--- config.mk ---
export PLATFORM = sky130hd
export DESIGN_NAME = binomial_coefficient_unit
export DESIGN_NICKNAME = d
export VERILOG_FILES = /design/src/hdl/bcu_pkg.sv /design/src/hdl/bcu_ctrl.sv /design/src/hdl/bcu_dp.sv /design/src/hdl/binomial_coefficient_unit.sv
export SDC_FILE = /design/constraint.sdc
export NUM_CORES = 1
export LEC_CHECK = 0
export BUFFER_PORTS_ARGS = -buffer_cell sky130_fd_sc_hd__buf_2
export CAP_MARGIN = 0
export CORE_MARGIN = 2
export CORE_UTILIZATION = 35
export CTS_BUF_LIST = sky130_fd_sc_hd__clkbuf_2 sky130_fd_sc_hd__clkbuf_4 sky130_fd_sc_hd__clkbuf_8
export DETAILED_ROUTE_END_ITERATION = 7
export PLACE_DENSITY = 0.6
export SLEW_MARGIN = 20
export SYNTH_ARGS = -nofsm -noshare
export SYNTH_HDL_FRONTEND = slang
export SYNTH_HIERARCHICAL = 1
export SYNTH_SLANG_ARGS = --single-unit
--- constraint.sdc ---
create_clock -name clk -period 9.2 [get_ports clk]
set_input_delay 0.46 -clock clk [delete_from_list [all_inputs] [get_ports clk]]
set_output_delay 0.46 -clock clk [all_outputs]
set_load 0.01 [all_outputs]
--- src/hdl/bcu_pkg.sv ---
// ---------------------------------------------------------------------------
// bcu_pkg
// Shared widths, limits and controller/datapath interface types for the
// binomial coefficient unit.
// ---------------------------------------------------------------------------
package bcu_pkg;

    // field widths
    localparam int N_W    = 6;
    localparam int COEF_W = 59;

    // largest set size that still gives a coefficient that fits
    localparam logic [N_W-1:0] MAX_N = N_W'(62);

    // running product times one numerator term
    localparam int PROD_W = COEF_W + N_W;
    localparam int CNT_W  = $clog2(PROD_W);
    // remainder of the long division, one bit above the divisor
    localparam int REM_W  = N_W + 1;

    // commands from the controller to the datapath
    typedef struct packed {
        logic load;       // take a new pair, set up count and accumulator
        logic mul;        // form acc * (n - i) into the division register
        logic div_step;   // one restoring division step
        logic update;     // take the quotient as new accumulator, advance i
        logic emit;       // move the accumulator to the output register
    } bcu_cmd_t;

    // status from the datapath to the controller
    typedef struct packed {
        logic steps_done; // every multiply-divide step has been done
        logic div_last;   // current division step is the last one
        logic out_free;   // output register can take a new result
    } bcu_sts_t;

endpackage

--- src/hdl/bcu_ctrl.sv ---
// ---------------------------------------------------------------------------
// bcu_ctrl
// Sequencer for the binomial coefficient unit: one multiply, then a
// bit-serial exact division, for each step of the product.
// ---------------------------------------------------------------------------
module bcu_ctrl
(
    input  logic             clk,
    input  logic             rst_n,
    input  logic             in_valid,
    output logic             in_stall,
    input  bcu_pkg::bcu_sts_t sts,
    output bcu_pkg::bcu_cmd_t cmd
);
    import bcu_pkg::*;

    typedef enum logic [2:0] {
        ST_IDLE,
        ST_CHECK,
        ST_MUL,
        ST_DIV,
        ST_UPDATE,
        ST_DONE
    } state_t;

    state_t state_reg;
    state_t state_next;

    // next state
    always_comb
    begin
        state_next = state_reg;
        unique case (state_reg)
            ST_IDLE:
            begin
                if (in_valid)
                begin
                    state_next = ST_CHECK;
                end
            end
            ST_CHECK:
            begin
                state_next = sts.steps_done ? ST_DONE : ST_MUL;
            end
            ST_MUL:
            begin
                state_next = ST_DIV;
            end
            ST_DIV:
            begin
                if (sts.div_last)
                begin
                    state_next = ST_UPDATE;
                end
            end
            ST_UPDATE:
            begin
                state_next = ST_CHECK;
            end
            ST_DONE:
            begin
                if (sts.out_free)
                begin
                    state_next = ST_IDLE;
                end
            end
            default:
            begin
                state_next = ST_IDLE;
            end
        endcase
    end

    // state register
    always_ff @(posedge clk or negedge rst_n)
    begin
        if (!rst_n)
        begin
            state_reg <= ST_IDLE;
        end
        else
        begin
            state_reg <= state_next;
        end
    end

    // command decode
    always_comb
    begin
        cmd          = '0;
        cmd.load     = (state_reg == ST_IDLE) && in_valid;
        cmd.mul      = (state_reg == ST_MUL);
        cmd.div_step = (state_reg == ST_DIV);
        cmd.update   = (state_reg == ST_UPDATE);
        cmd.emit     = (state_reg == ST_DONE) && sts.out_free;
    end

    // only a new pair is taken while idle
    assign in_stall = (state_reg != ST_IDLE);

    // a result leaves only when the output register can take it
    a_emit_free: assert property (@(posedge clk) disable iff (!rst_n)
        cmd.emit |-> sts.out_free)
        else $error("emit while output register busy");

    // each division runs to its last step before the update
    a_update_after_div: assert property (@(posedge clk) disable iff (!rst_n)
        (state_reg == ST_UPDATE) |-> $past(state_reg == ST_DIV) && $past(sts.div_last))
        else $error("update without completed division");

    // after the last step the result is emitted or held
    a_check_to_done: assert property (@(posedge clk) disable iff (!rst_n)
        (state_reg == ST_CHECK) && sts.steps_done |=> (state_reg == ST_DONE))
        else $error("finished product not handed to output");

endmodule

--- src/hdl/bcu_dp.sv ---
// ---------------------------------------------------------------------------
// bcu_dp
// Datapath of the binomial coefficient unit: accumulator, step counter,
// narrow multiplier, restoring divider and output register.
// ---------------------------------------------------------------------------
module bcu_dp
(
    input  logic                      clk,
    input  logic                      rst_n,
    input  logic [bcu_pkg::N_W-1:0]    total_n,
    input  logic [bcu_pkg::N_W-1:0]    choose_r,
    output logic [bcu_pkg::COEF_W-1:0] coefficient,
    output logic                      out_valid,
    input  logic                      out_stall,
    input  bcu_pkg::bcu_cmd_t          cmd,
    output bcu_pkg::bcu_sts_t          sts
);
    import bcu_pkg::*;

    logic [N_W-1:0]    n_reg;
    logic [N_W-1:0]    r_reg;
    logic [N_W-1:0]    i_reg;
    logic [COEF_W-1:0] acc_reg;
    logic [PROD_W-1:0] quo_reg;
    logic [REM_W-1:0]  rem_reg;
    logic [CNT_W-1:0]  cnt_reg;
    logic [COEF_W-1:0] coef_reg;
    logic              out_valid_reg;
    logic              out_valid_next;

    logic              zero_case;
    logic [N_W-1:0]    n_minus_r;
    logic [N_W-1:0]    r_eff;
    logic [N_W-1:0]    num_term;
    logic [N_W-1:0]    den_term;
    logic [PROD_W-1:0] prod;
    logic [REM_W-1:0]  rem_shift;
    logic              rem_ge;
    logic [REM_W-1:0]  rem_new;

    // range check and symmetric choice count
    assign zero_case = (total_n > MAX_N) || (choose_r > total_n);
    assign n_minus_r = total_n - choose_r;
    assign r_eff     = (n_minus_r < choose_r) ? n_minus_r : choose_r;

    // step terms: numerator n - i, divisor i + 1
    assign num_term = n_reg - i_reg;
    assign den_term = i_reg + N_W'(1);
    assign prod     = PROD_W'(acc_reg) * PROD_W'(num_term);

    // one restoring division step, quotient bits shift in from the right
    assign rem_shift = {rem_reg[REM_W-2:0], quo_reg[PROD_W-1]};
    assign rem_ge    = (rem_shift >= {1'b0, den_term});
    assign rem_new   = rem_ge ? (rem_shift - {1'b0, den_term}) : rem_shift;

    // operand and working registers
    always_ff @(posedge clk)
    begin
        if (cmd.load)
        begin
            n_reg   <= total_n;
            r_reg   <= zero_case ? '0 : r_eff;
            i_reg   <= '0;
            acc_reg <= zero_case ? '0 : COEF_W'(1);
        end
        else if (cmd.update)
        begin
            acc_reg <= quo_reg[COEF_W-1:0];
            i_reg   <= i_reg + N_W'(1);
        end

        if (cmd.mul)
        begin
            quo_reg <= prod;
            rem_reg <= '0;
            cnt_reg <= '0;
        end
        else if (cmd.div_step)
        begin
            quo_reg <= {quo_reg[PROD_W-2:0], rem_ge};
            rem_reg <= rem_new;
            cnt_reg <= cnt_reg + CNT_W'(1);
        end

        if (cmd.emit)
        begin
            coef_reg <= acc_reg;
        end
    end

    // output valid
    always_comb
    begin
        out_valid_next = out_valid_reg;
        if (cmd.emit)
        begin
            out_valid_next = 1'b1;
        end
        else if (out_valid_reg && !out_stall)
        begin
            out_valid_next = 1'b0;
        end
    end

    always_ff @(posedge clk or negedge rst_n)
    begin
        if (!rst_n)
        begin
            out_valid_reg <= 1'b0;
        end
        else
        begin
            out_valid_reg <= out_valid_next;
        end
    end

    // status to the controller
    always_comb
    begin
        sts            = '0;
        sts.steps_done = (i_reg == r_reg);
        sts.div_last   = (cnt_reg == CNT_W'(PROD_W - 1));
        sts.out_free   = !out_valid_reg || !out_stall;
    end

    assign coefficient = coef_reg;
    assign out_valid   = out_valid_reg;

    // every step divides exactly
    a_exact_div: assert property (@(posedge clk) disable iff (!rst_n)
        cmd.update |-> (rem_reg == '0))
        else $error("division left a remainder");

    // the quotient always fits the accumulator
    a_quo_fits: assert property (@(posedge clk) disable iff (!rst_n)
        cmd.update |-> (quo_reg[PROD_W-1:COEF_W] == '0))
        else $error("quotient overflows accumulator");

    // a result is emitted only once all steps are done
    a_emit_complete: assert property (@(posedge clk) disable iff (!rst_n)
        cmd.emit |-> (i_reg == r_reg))
        else $error("result emitted before last step");

endmodule

--- src/hdl/binomial_coefficient_unit.sv ---
// ---------------------------------------------------------------------------
// binomial_coefficient_unit
// Exact binomial coefficient C(total_n, choose_r) by repeated multiply and
// exact division, zero when choose_r exceeds total_n or total_n exceeds 62.
// ---------------------------------------------------------------------------
// Usage:
//   Input channel (total_n, choose_r, in_valid, in_stall): a pair transfers
//   at a clock edge with in_valid high and in_stall low. in_stall is high
//   while a pair is being worked on, so one pair is in the unit at a time.
//   Output channel (coefficient, out_valid, out_stall): one result per pair,
//   held in an output register until it transfers with out_stall low.
//   With r = min(choose_r, total_n - choose_r), the unit runs r steps, each
//   a multiply, a bit-serial division of the 65-bit product by the step's
//   divisor, an update and a check; out-of-range pairs and r = 0 run no
//   steps. The serial divider sets the rate.
//   A new pair is taken as soon as the previous result sits in the output
//   register, even if the receiver still stalls it; a finished result then
//   waits in the unit until the output register frees up.
//   Reset (rst_n low, asynchronous) returns the sequencer to idle and drops
//   out_valid; no other state needs clearing.
// ---------------------------------------------------------------------------
module binomial_coefficient_unit
(
    input  logic                      clk,
    input  logic                      rst_n,
    input  logic [bcu_pkg::N_W-1:0]    total_n,
    input  logic [bcu_pkg::N_W-1:0]    choose_r,
    input  logic                      in_valid,
    output logic                      in_stall,
    output logic [bcu_pkg::COEF_W-1:0] coefficient,
    output logic                      out_valid,
    input  logic                      out_stall
);
    import bcu_pkg::*;

    bcu_cmd_t cmd;
    bcu_sts_t sts;

    // sequencer
    bcu_ctrl u_ctrl
    (
        .clk      (clk),
        .rst_n    (rst_n),
        .in_valid (in_valid),
        .in_stall (in_stall),
        .sts      (sts),
        .cmd      (cmd)
    );

    // arithmetic and output register
    bcu_dp u_dp
    (
        .clk         (clk),
        .rst_n       (rst_n),
        .total_n     (total_n),
        .choose_r    (choose_r),
        .coefficient (coefficient),
        .out_valid   (out_valid),
        .out_stall   (out_stall),
        .cmd         (cmd),
        .sts         (sts)
    );

endmodule

# After elaboration in Yosys (flattened, before gate mapping)
# Cells that the tools add are included.
[classes] addsub=5 n_mul=1 n_lt_le_gt_ge=4 n_eq_ne=10 muxes=14 n_reduce_logical=13
[ops] operator="two-way mux 65 bit" count=2
[ops] operator="two-way mux 59 bit" count=2
[ops] operator="multiplier 59 x 6 -> 65 bit" count=1
[ops] operator="case mux 3 bit (6 select lines)" count=1
[ops] operator="subtractor 6 bit" count=3
[ops] operator="two-way mux 3 bit" count=4
[ops] operator="two-way mux 6 bit" count=2
[ops] operator="adder 7 x 1 -> 7 bit (second input constant)" count=1
[ops] operator="equality test 7 bit (second input constant)" count=1
[ops] operator=">= comparator 7 x 6 -> 1 bit" count=1
[ops] operator="adder 6 x 1 -> 6 bit (second input constant)" count=1
[ops] operator="equality test 3 x 2 -> 1 bit (second input constant)" count=2
[ops] operator="equality test 3 bit (second input constant)" count=2
[ops] operator="equality test 6 bit" count=1
[ops] operator="greater-than comparator 6 bit" count=1
[ops] operator="greater-than comparator 6 bit (second input constant)" count=1
[ops] operator="less-than comparator 6 bit" count=1
[ops] operator="nonzero test 2 bit" count=3
[ops] operator="inequality test 2 x 1 -> 1 bit (second input constant)" count=2
[ops] operator="equality test 3 x 1 -> 1 bit (second input constant)" count=1
[ops] operator="logical AND 1 bit" count=3
[ops] operator="logical NOT 3 bit" count=1
[ops] operator="two-way mux 1 bit" count=3
[ops] operator="AND reduction 3 bit" count=1
[ops] operator="other kinds (4)" count=6
[totals] ff_bits=218 out_inout_bits=61 word_cells=57

# Longest topological paths before layout
[logic_depth] word_depth=4 mapped_depth=26 ltp_nobuf=23

# Hierarchy
# The synthesis kept the hierarchy.
[by_module_without_submodules] module="bcu_dp" instances=1 cells_each=2083 area_each_um2=20699.9 seq_area_each_um2=6261.0
[by_module_without_submodules] module="bcu_ctrl" instances=1 cells_each=33 area_each_um2=294.0 seq_area_each_um2=75.1

# Worst setup path after synthesis
# OpenSTA, ideal clock, no wires.
[synth_path] path_kind="register to register" startpoint="register u_dp.i_reg[2]" endpoint="register u_dp.quo_reg[39] (data pin)" setup_ps=266 arrival_ps=5771 t_required_ps=8934 slack_ps=3163 stages_incl_launch_ff=24 n_path_buf=3 synth_period_minus_slack_ps=6037 path_cell_list="dfxtp_1 clkbuf_1 inv_1 ha_1 a21oi_1 o21bai_1 a21oi_1 xnor2_1 clkbuf_1 clkbuf_1 nand2_1 fa_1 fa_1 fa_1 inv_1 ha_1 a21oi_1 o211ai_1 a31oi_1 a211o_1 a21boi_1 o41ai_2 nor3_1 or3b_1"
[synth_via] elab_chain_cells=3
[synth_rtl] item="start: declaration" line="bcu_dp.sv:22" rtl="logic [N_W-1:0] i_reg;"
[synth_rtl] item="start signal: assignment" line="bcu_dp.sv:69" rtl="i_reg <= i_reg + N_W'(1);"
[synth_rtl] item="subtractor 6 bit" line="bcu_dp.sv:47" rtl="assign num_term = n_reg - i_reg;"
[synth_rtl] item="multiplier 59 x 6 -> 65 bit" line="bcu_dp.sv:49" rtl="assign prod = PROD_W'(acc_reg) * PROD_W'(num_term);"
[synth_rtl] item="two-way mux 65 bit" line="bcu_dp.sv:72" rtl="if (cmd.mul)"
[synth_rtl] item="end signal: assignment" line="bcu_dp.sv:74" rtl="quo_reg <= prod;"
[synth_rtl] item="end signal: assignment" line="bcu_dp.sv:80" rtl="quo_reg <= {quo_reg[PROD_W-2:0], rem_ge};"
[synth_rtl] item="end: declaration" line="bcu_dp.sv:24" rtl="logic [PROD_W-1:0] quo_reg;"
# No other way between the ends.
# A chain may end at the register's enable or synchronous reset.

# Worst setup path after layout
[layout_path] startpoint="register u_dp.i_reg[1]" endpoint="register u_dp.quo_reg[45] (data pin)"
# Same word-level chain as after synthesis.

==> results.txt <==
The endpoint class of the critical path is a register. Including well taps, the total number of placed cells is 2880. The proportion of register bits with asynchronous set or reset after synthesis came out at 0.0183. The number of global-route vias before repair is 16.3k.

The clock reaches the later pin of the worst-skew pair after 0.63 ns. The DRC violation count after routing is 0. At the worst endpoint, the arrival time is 7.46 ns. Measured against the total synthesized area, the mux share comes to 0.0282. The synthesized design spends more area on one cell type than any other, namely sky130_fd_sc_hd__edfxtp_1. The most frequent cell on the critical path is sky130_fd_sc_hd__a21oi_1.

The count of endpoints failing hold in the final timing report is 0. In this run the critical register-to-register path is captured at u_dp/quo_reg[45]. The starting density of the core came out at 0.355. Across the run, the number of max-cap violations was 0. The total clock sinks came out at 218. The first-pass GRT wire length came out at 86500 µm. The share of the Yosys chip area taken by registers is 0.302. The final layout contains routed wiring with a total length of 52000 µm.

Setup slack closes at 2.09 ns. The die is 249 µm wide. The maximum clock skew at final layout is 0.0491 ns. The number of I/O port buffers came out at 76.

The via count came out at 15.1k. The final number of setup-violating endpoints came out at 0. For the worst setup path, the data required time is 9.55 ns.

The total of flip-flops plus latches after synthesis is 218. The portion of the clock cycle consumed by the worst path in the final layout came out at 0.773. Sorting the synthesized cells by area gives the leading types as sky130_fd_sc_hd__edfxtp_1, sky130_fd_sc_hd__fa_1, sky130_fd_sc_hd__ha_1. Of the total synthesized cell area, the portion taken by AND, OR, NAND and NOR gates is 0.185. Each instance of the synthesized netlist takes up on average 9.92 µm². 77 I/O pins were placed. The row count came out at 89. The register with the most flip-flops in the layout has 65 of them. The global router's overall resource usage is 0.172. The number of search-and-repair iterations in the first detailed-routing pass came out at 5. The slew at the pin closest to its max-slew limit is 1.08 ns.

The initial antenna violation count came out at 2. For this run, the number of standard cells in the final layout without fillers is 2964. The ratio of routed vias to standard cells is 5.08. The share of the synthesized area in the top cell type is 0.279.

The number of slew-limit violations in the final report came out at 0. For the worst flop-to-flop path, the logic depth is 22. The total global routing overflow came out at 0. For this design, the slowest cell found on the critical path is sky130_fd_sc_hd__a21oi_1.

The worst slew margin relative to its limit came out at 0.279. Setup repair after global routing left no endpoint under its margin. For this run, the leading register cell type out of synthesis is sky130_fd_sc_hd__edfxtp_1. The startpoint of the most critical register-to-register path is u_dp/i_reg[1].

The worst setup slack after placement is 2.17 ns. The routed wire length per instance is 17.6 µm. The critical path in this run is classified as reg -> reg. The routed design could run at a clock period as short as 7.11 ns. The height of the chip came out at 249 µm. The dominant delay contributor by cell family on the critical path is compound AO/OA/AOI/OAI gates. The post-detailed-route count of antenna-violating nets is 0. The highest fanout seen on the critical path is 59. The net count reported at finish is 2503. The area of the die came out at 0.0620 mm². Yosys mapped the design onto 87 distinct sky130hd cell types.

Counting both buffers and inverters, the worst setup path holds a total of 3. The area growth from synthesis to layout came out at 9.40%. Once the clock tree was built, the setup fixing pass inserted 0 buffers. In this run the worst hold path is classified as in -> reg. The maximum number of pins on one net before global-route repair is 79. The hold slack is 0.0554 ns. The clock transition at the registers of the reported paths came out at 0.06 ns. The share of the synthesized area in compound gates (AO/OA/AOI/OAI) came out at 0.101. Of the cells placed in the final design, the portion with a size suffix greater than 1 is 0.110.

For this run, the number of Yosys warnings is 6. The worst setup path is launched from a register. The setup TNS is 0 ns. The total area inside the core boundary comes to 0.0591 mm². Of the total synthesized cell area, the portion taken by full adders, half adders and majority gates is 0.280. In this run the worst setup path begins at u_dp/i_reg[1]. The most critical setup path has its endpoint at u_dp/quo_reg[45].

After legalization and detailed placement, the total HPWL measured 38200 µm. The count of flip-flops with a built-in enable after synthesis is 195. The synthesized instance count is 2116. TritonCTS built the clock tree. The number of levels in the clock H-tree is 2. The root cell of the clock tree is sky130_fd_sc_hd__clkbuf_8.

The parity-gate share of the synthesized area counting xor and xnor cells is 0.0296. The clock passes through at most 3 buffers. The first routing iteration left 1048 violations. In this design, the stage delay of the slowest critical-path cell is 0.68 ns.

The run finished with clean final reports. By area, the combinational part of the netlist is dominated by adder cells. The number of nets handed over by synthesis was 2463. Derived from the worst setup path, the maximum achievable clock frequency is 0.141 GHz. Traced cell by cell, the critical path runs through inv_1 > ha_1 > a21o_1 > a21oi_1 > o21bai_1 > a21oi_1 > xnor2_2 > buf_4 > nand2_1 > fa_1 > fa_1 > fa_1 > inv_1 > ha_1 > a21oi_1 > o211ai_1 > a31oi_1 > nand4_1 > a21oi_1 > o21ai_0 > xor2_1 > mux2_2.

The instance count on the critical path came out at 22. The worst setup slack for register-to-register paths is 2.09 ns. The number of clock buffers added by TritonCTS is 45. The cell area that synthesis handed to floorplanning was 0.0210 mm². The final weighted congestion in routability-driven placement is 0.897.
-- worst reg2reg max path, stage by stage, from the launching register on --
cell,delay [ns]
sky130_fd_sc_hd__dfxtp_1,0.43
sky130_fd_sc_hd__inv_1,0.12
sky130_fd_sc_hd__ha_1,0.28
sky130_fd_sc_hd__a21o_1,0.17
sky130_fd_sc_hd__a21oi_1,0.28
sky130_fd_sc_hd__o21bai_1,0.11
sky130_fd_sc_hd__a21oi_1,0.23
sky130_fd_sc_hd__xnor2_2,0.13
sky130_fd_sc_hd__buf_4,0.54
sky130_fd_sc_hd__nand2_1,0.20
sky130_fd_sc_hd__fa_1,0.53
sky130_fd_sc_hd__fa_1,0.51
sky130_fd_sc_hd__fa_1,0.54
sky130_fd_sc_hd__inv_1,0.04
sky130_fd_sc_hd__ha_1,0.34
sky130_fd_sc_hd__a21oi_1,0.23
sky130_fd_sc_hd__o211ai_1,0.16
sky130_fd_sc_hd__a31oi_1,0.42
sky130_fd_sc_hd__nand4_1,0.20
sky130_fd_sc_hd__a21oi_1,0.68
sky130_fd_sc_hd__o21ai_0,0.25
sky130_fd_sc_hd__xor2_1,0.18
sky130_fd_sc_hd__mux2_2,0.27
-- kinds of logic (layout without fill, tap and decap cells) --
family / after synthesis / after routing
XOR/XNOR: 71 / 71
flip-flops: 218 / 218
AND/OR/NAND/NOR: 728 / 728
AO/OA/AOI/OAI: 318 / 318
adder cells (fa/ha/maj): 331 / 331
buffers and inverters: 396 / 470
other: 0 / 1
multiplexers: 54 / 54
-- worst min-delay path by stage --
stage,startpoint,end,slack [ns],cells past startpoint
finish,total_n[3],u_dp/n_reg[3],0.06,1
global route,total_n[3],u_dp/n_reg[3],0.02,1
CTS,total_n[3],u_dp/n_reg[3],0.008,1
detailed placement,rst_n,u_dp/out_valid,0.27,1
global placement,rst_n,u_dp/out_valid,0.27,1
floorplan,rst_n,u_ctrl/state_reg[0],0.16,0
-- layout by cell type, fill, tap and decap left out, drive strengths merged, types with 16 or more instances in the layout --
| master | netlist | layout |
|---|---|---|
| inv | 299 | 300 |
| fa | 232 | 232 |
| nand2 | 208 | 208 |
| edfxtp | 195 | 195 |
| and2 | 181 | 181 |
| a21oi | 106 | 106 |
| ha | 99 | 99 |
| buf | 10 | 89 |
| nor2 | 75 | 75 |
| nor2b | 70 | 70 |
| nand2b | 67 | 67 |
| clkbuf | 84 | 65 |
| o21ai | 50 | 50 |
| xnor2 | 49 | 49 |
| mux2 | 41 | 41 |
| nand4 | 41 | 41 |
| a21o | 30 | 30 |
| o21bai | 24 | 24 |
| xor2 | 22 | 22 |
| nand3 | 20 | 20 |
| dfxtp | 19 | 19 |
| o21a | 16 | 16 |
-- timing repair --
action / in CTS / in global routing
hold buffers: 1 / 0
resized for setup: 0 / 0
endpoints found under the hold margin: 4 / 0
-- synthesized netlist by cell type, types with 23 or more instances --
master / count
sky130_fd_sc_hd__inv_1: 299
sky130_fd_sc_hd__fa_1: 232
sky130_fd_sc_hd__nand2_1: 208
sky130_fd_sc_hd__edfxtp_1: 195
sky130_fd_sc_hd__and2_1: 180
sky130_fd_sc_hd__a21oi_1: 104
sky130_fd_sc_hd__ha_1: 99
sky130_fd_sc_hd__clkbuf_1: 80
sky130_fd_sc_hd__nor2_1: 74
sky130_fd_sc_hd__nor2b_1: 69
sky130_fd_sc_hd__nand2b_1: 66
sky130_fd_sc_hd__xnor2_1: 49
sky130_fd_sc_hd__o21ai_0: 46
sky130_fd_sc_hd__mux2_2: 41
sky130_fd_sc_hd__nand4_1: 40
sky130_fd_sc_hd__a21o_1: 30
sky130_fd_sc_hd__o21bai_1: 23
-- layer usage --
metal,track usage,part of all wire,vias to the layer above
met5,0,0,-
met1,0.222,0.44,7553
li1,-,-,7056
met4,0.0509,0.026,0
met3,0.0289,0.050,92
met2,0.297,0.48,370
-- final cells by class --
| type | count | area [µm²] |
|---|---|---|
| sequential | 218 | 6340 |
| timing repair buffer | 90 | 508 |
| clock buffer | 65 | 788 |
| clock inverter | 16 | 81.3 |
| multi-input combinational | 1502 | 13200 |
| antenna | 1 | 2.50 |
| tap | 773 | 967 |
| fill | 5789 | 36200 |
| inverter | 299 | 1120 |
-- stage by stage --
| stage | util | area, µm² |
|---|---|---|
| after floorplan | - | 21000 |
| after global placement | 0.373 | 22100 |
| after detailed placement | 0.373 | 22100 |
| after CTS | 0.388 | 22900 |
| after global routing | 0.388 | 23000 |
| final | 0.388 | 23000 |
Power is left out: the tool's default activity adds up to more than one toggle a clock period on the data nets, which glitch-free logic cannot reach.
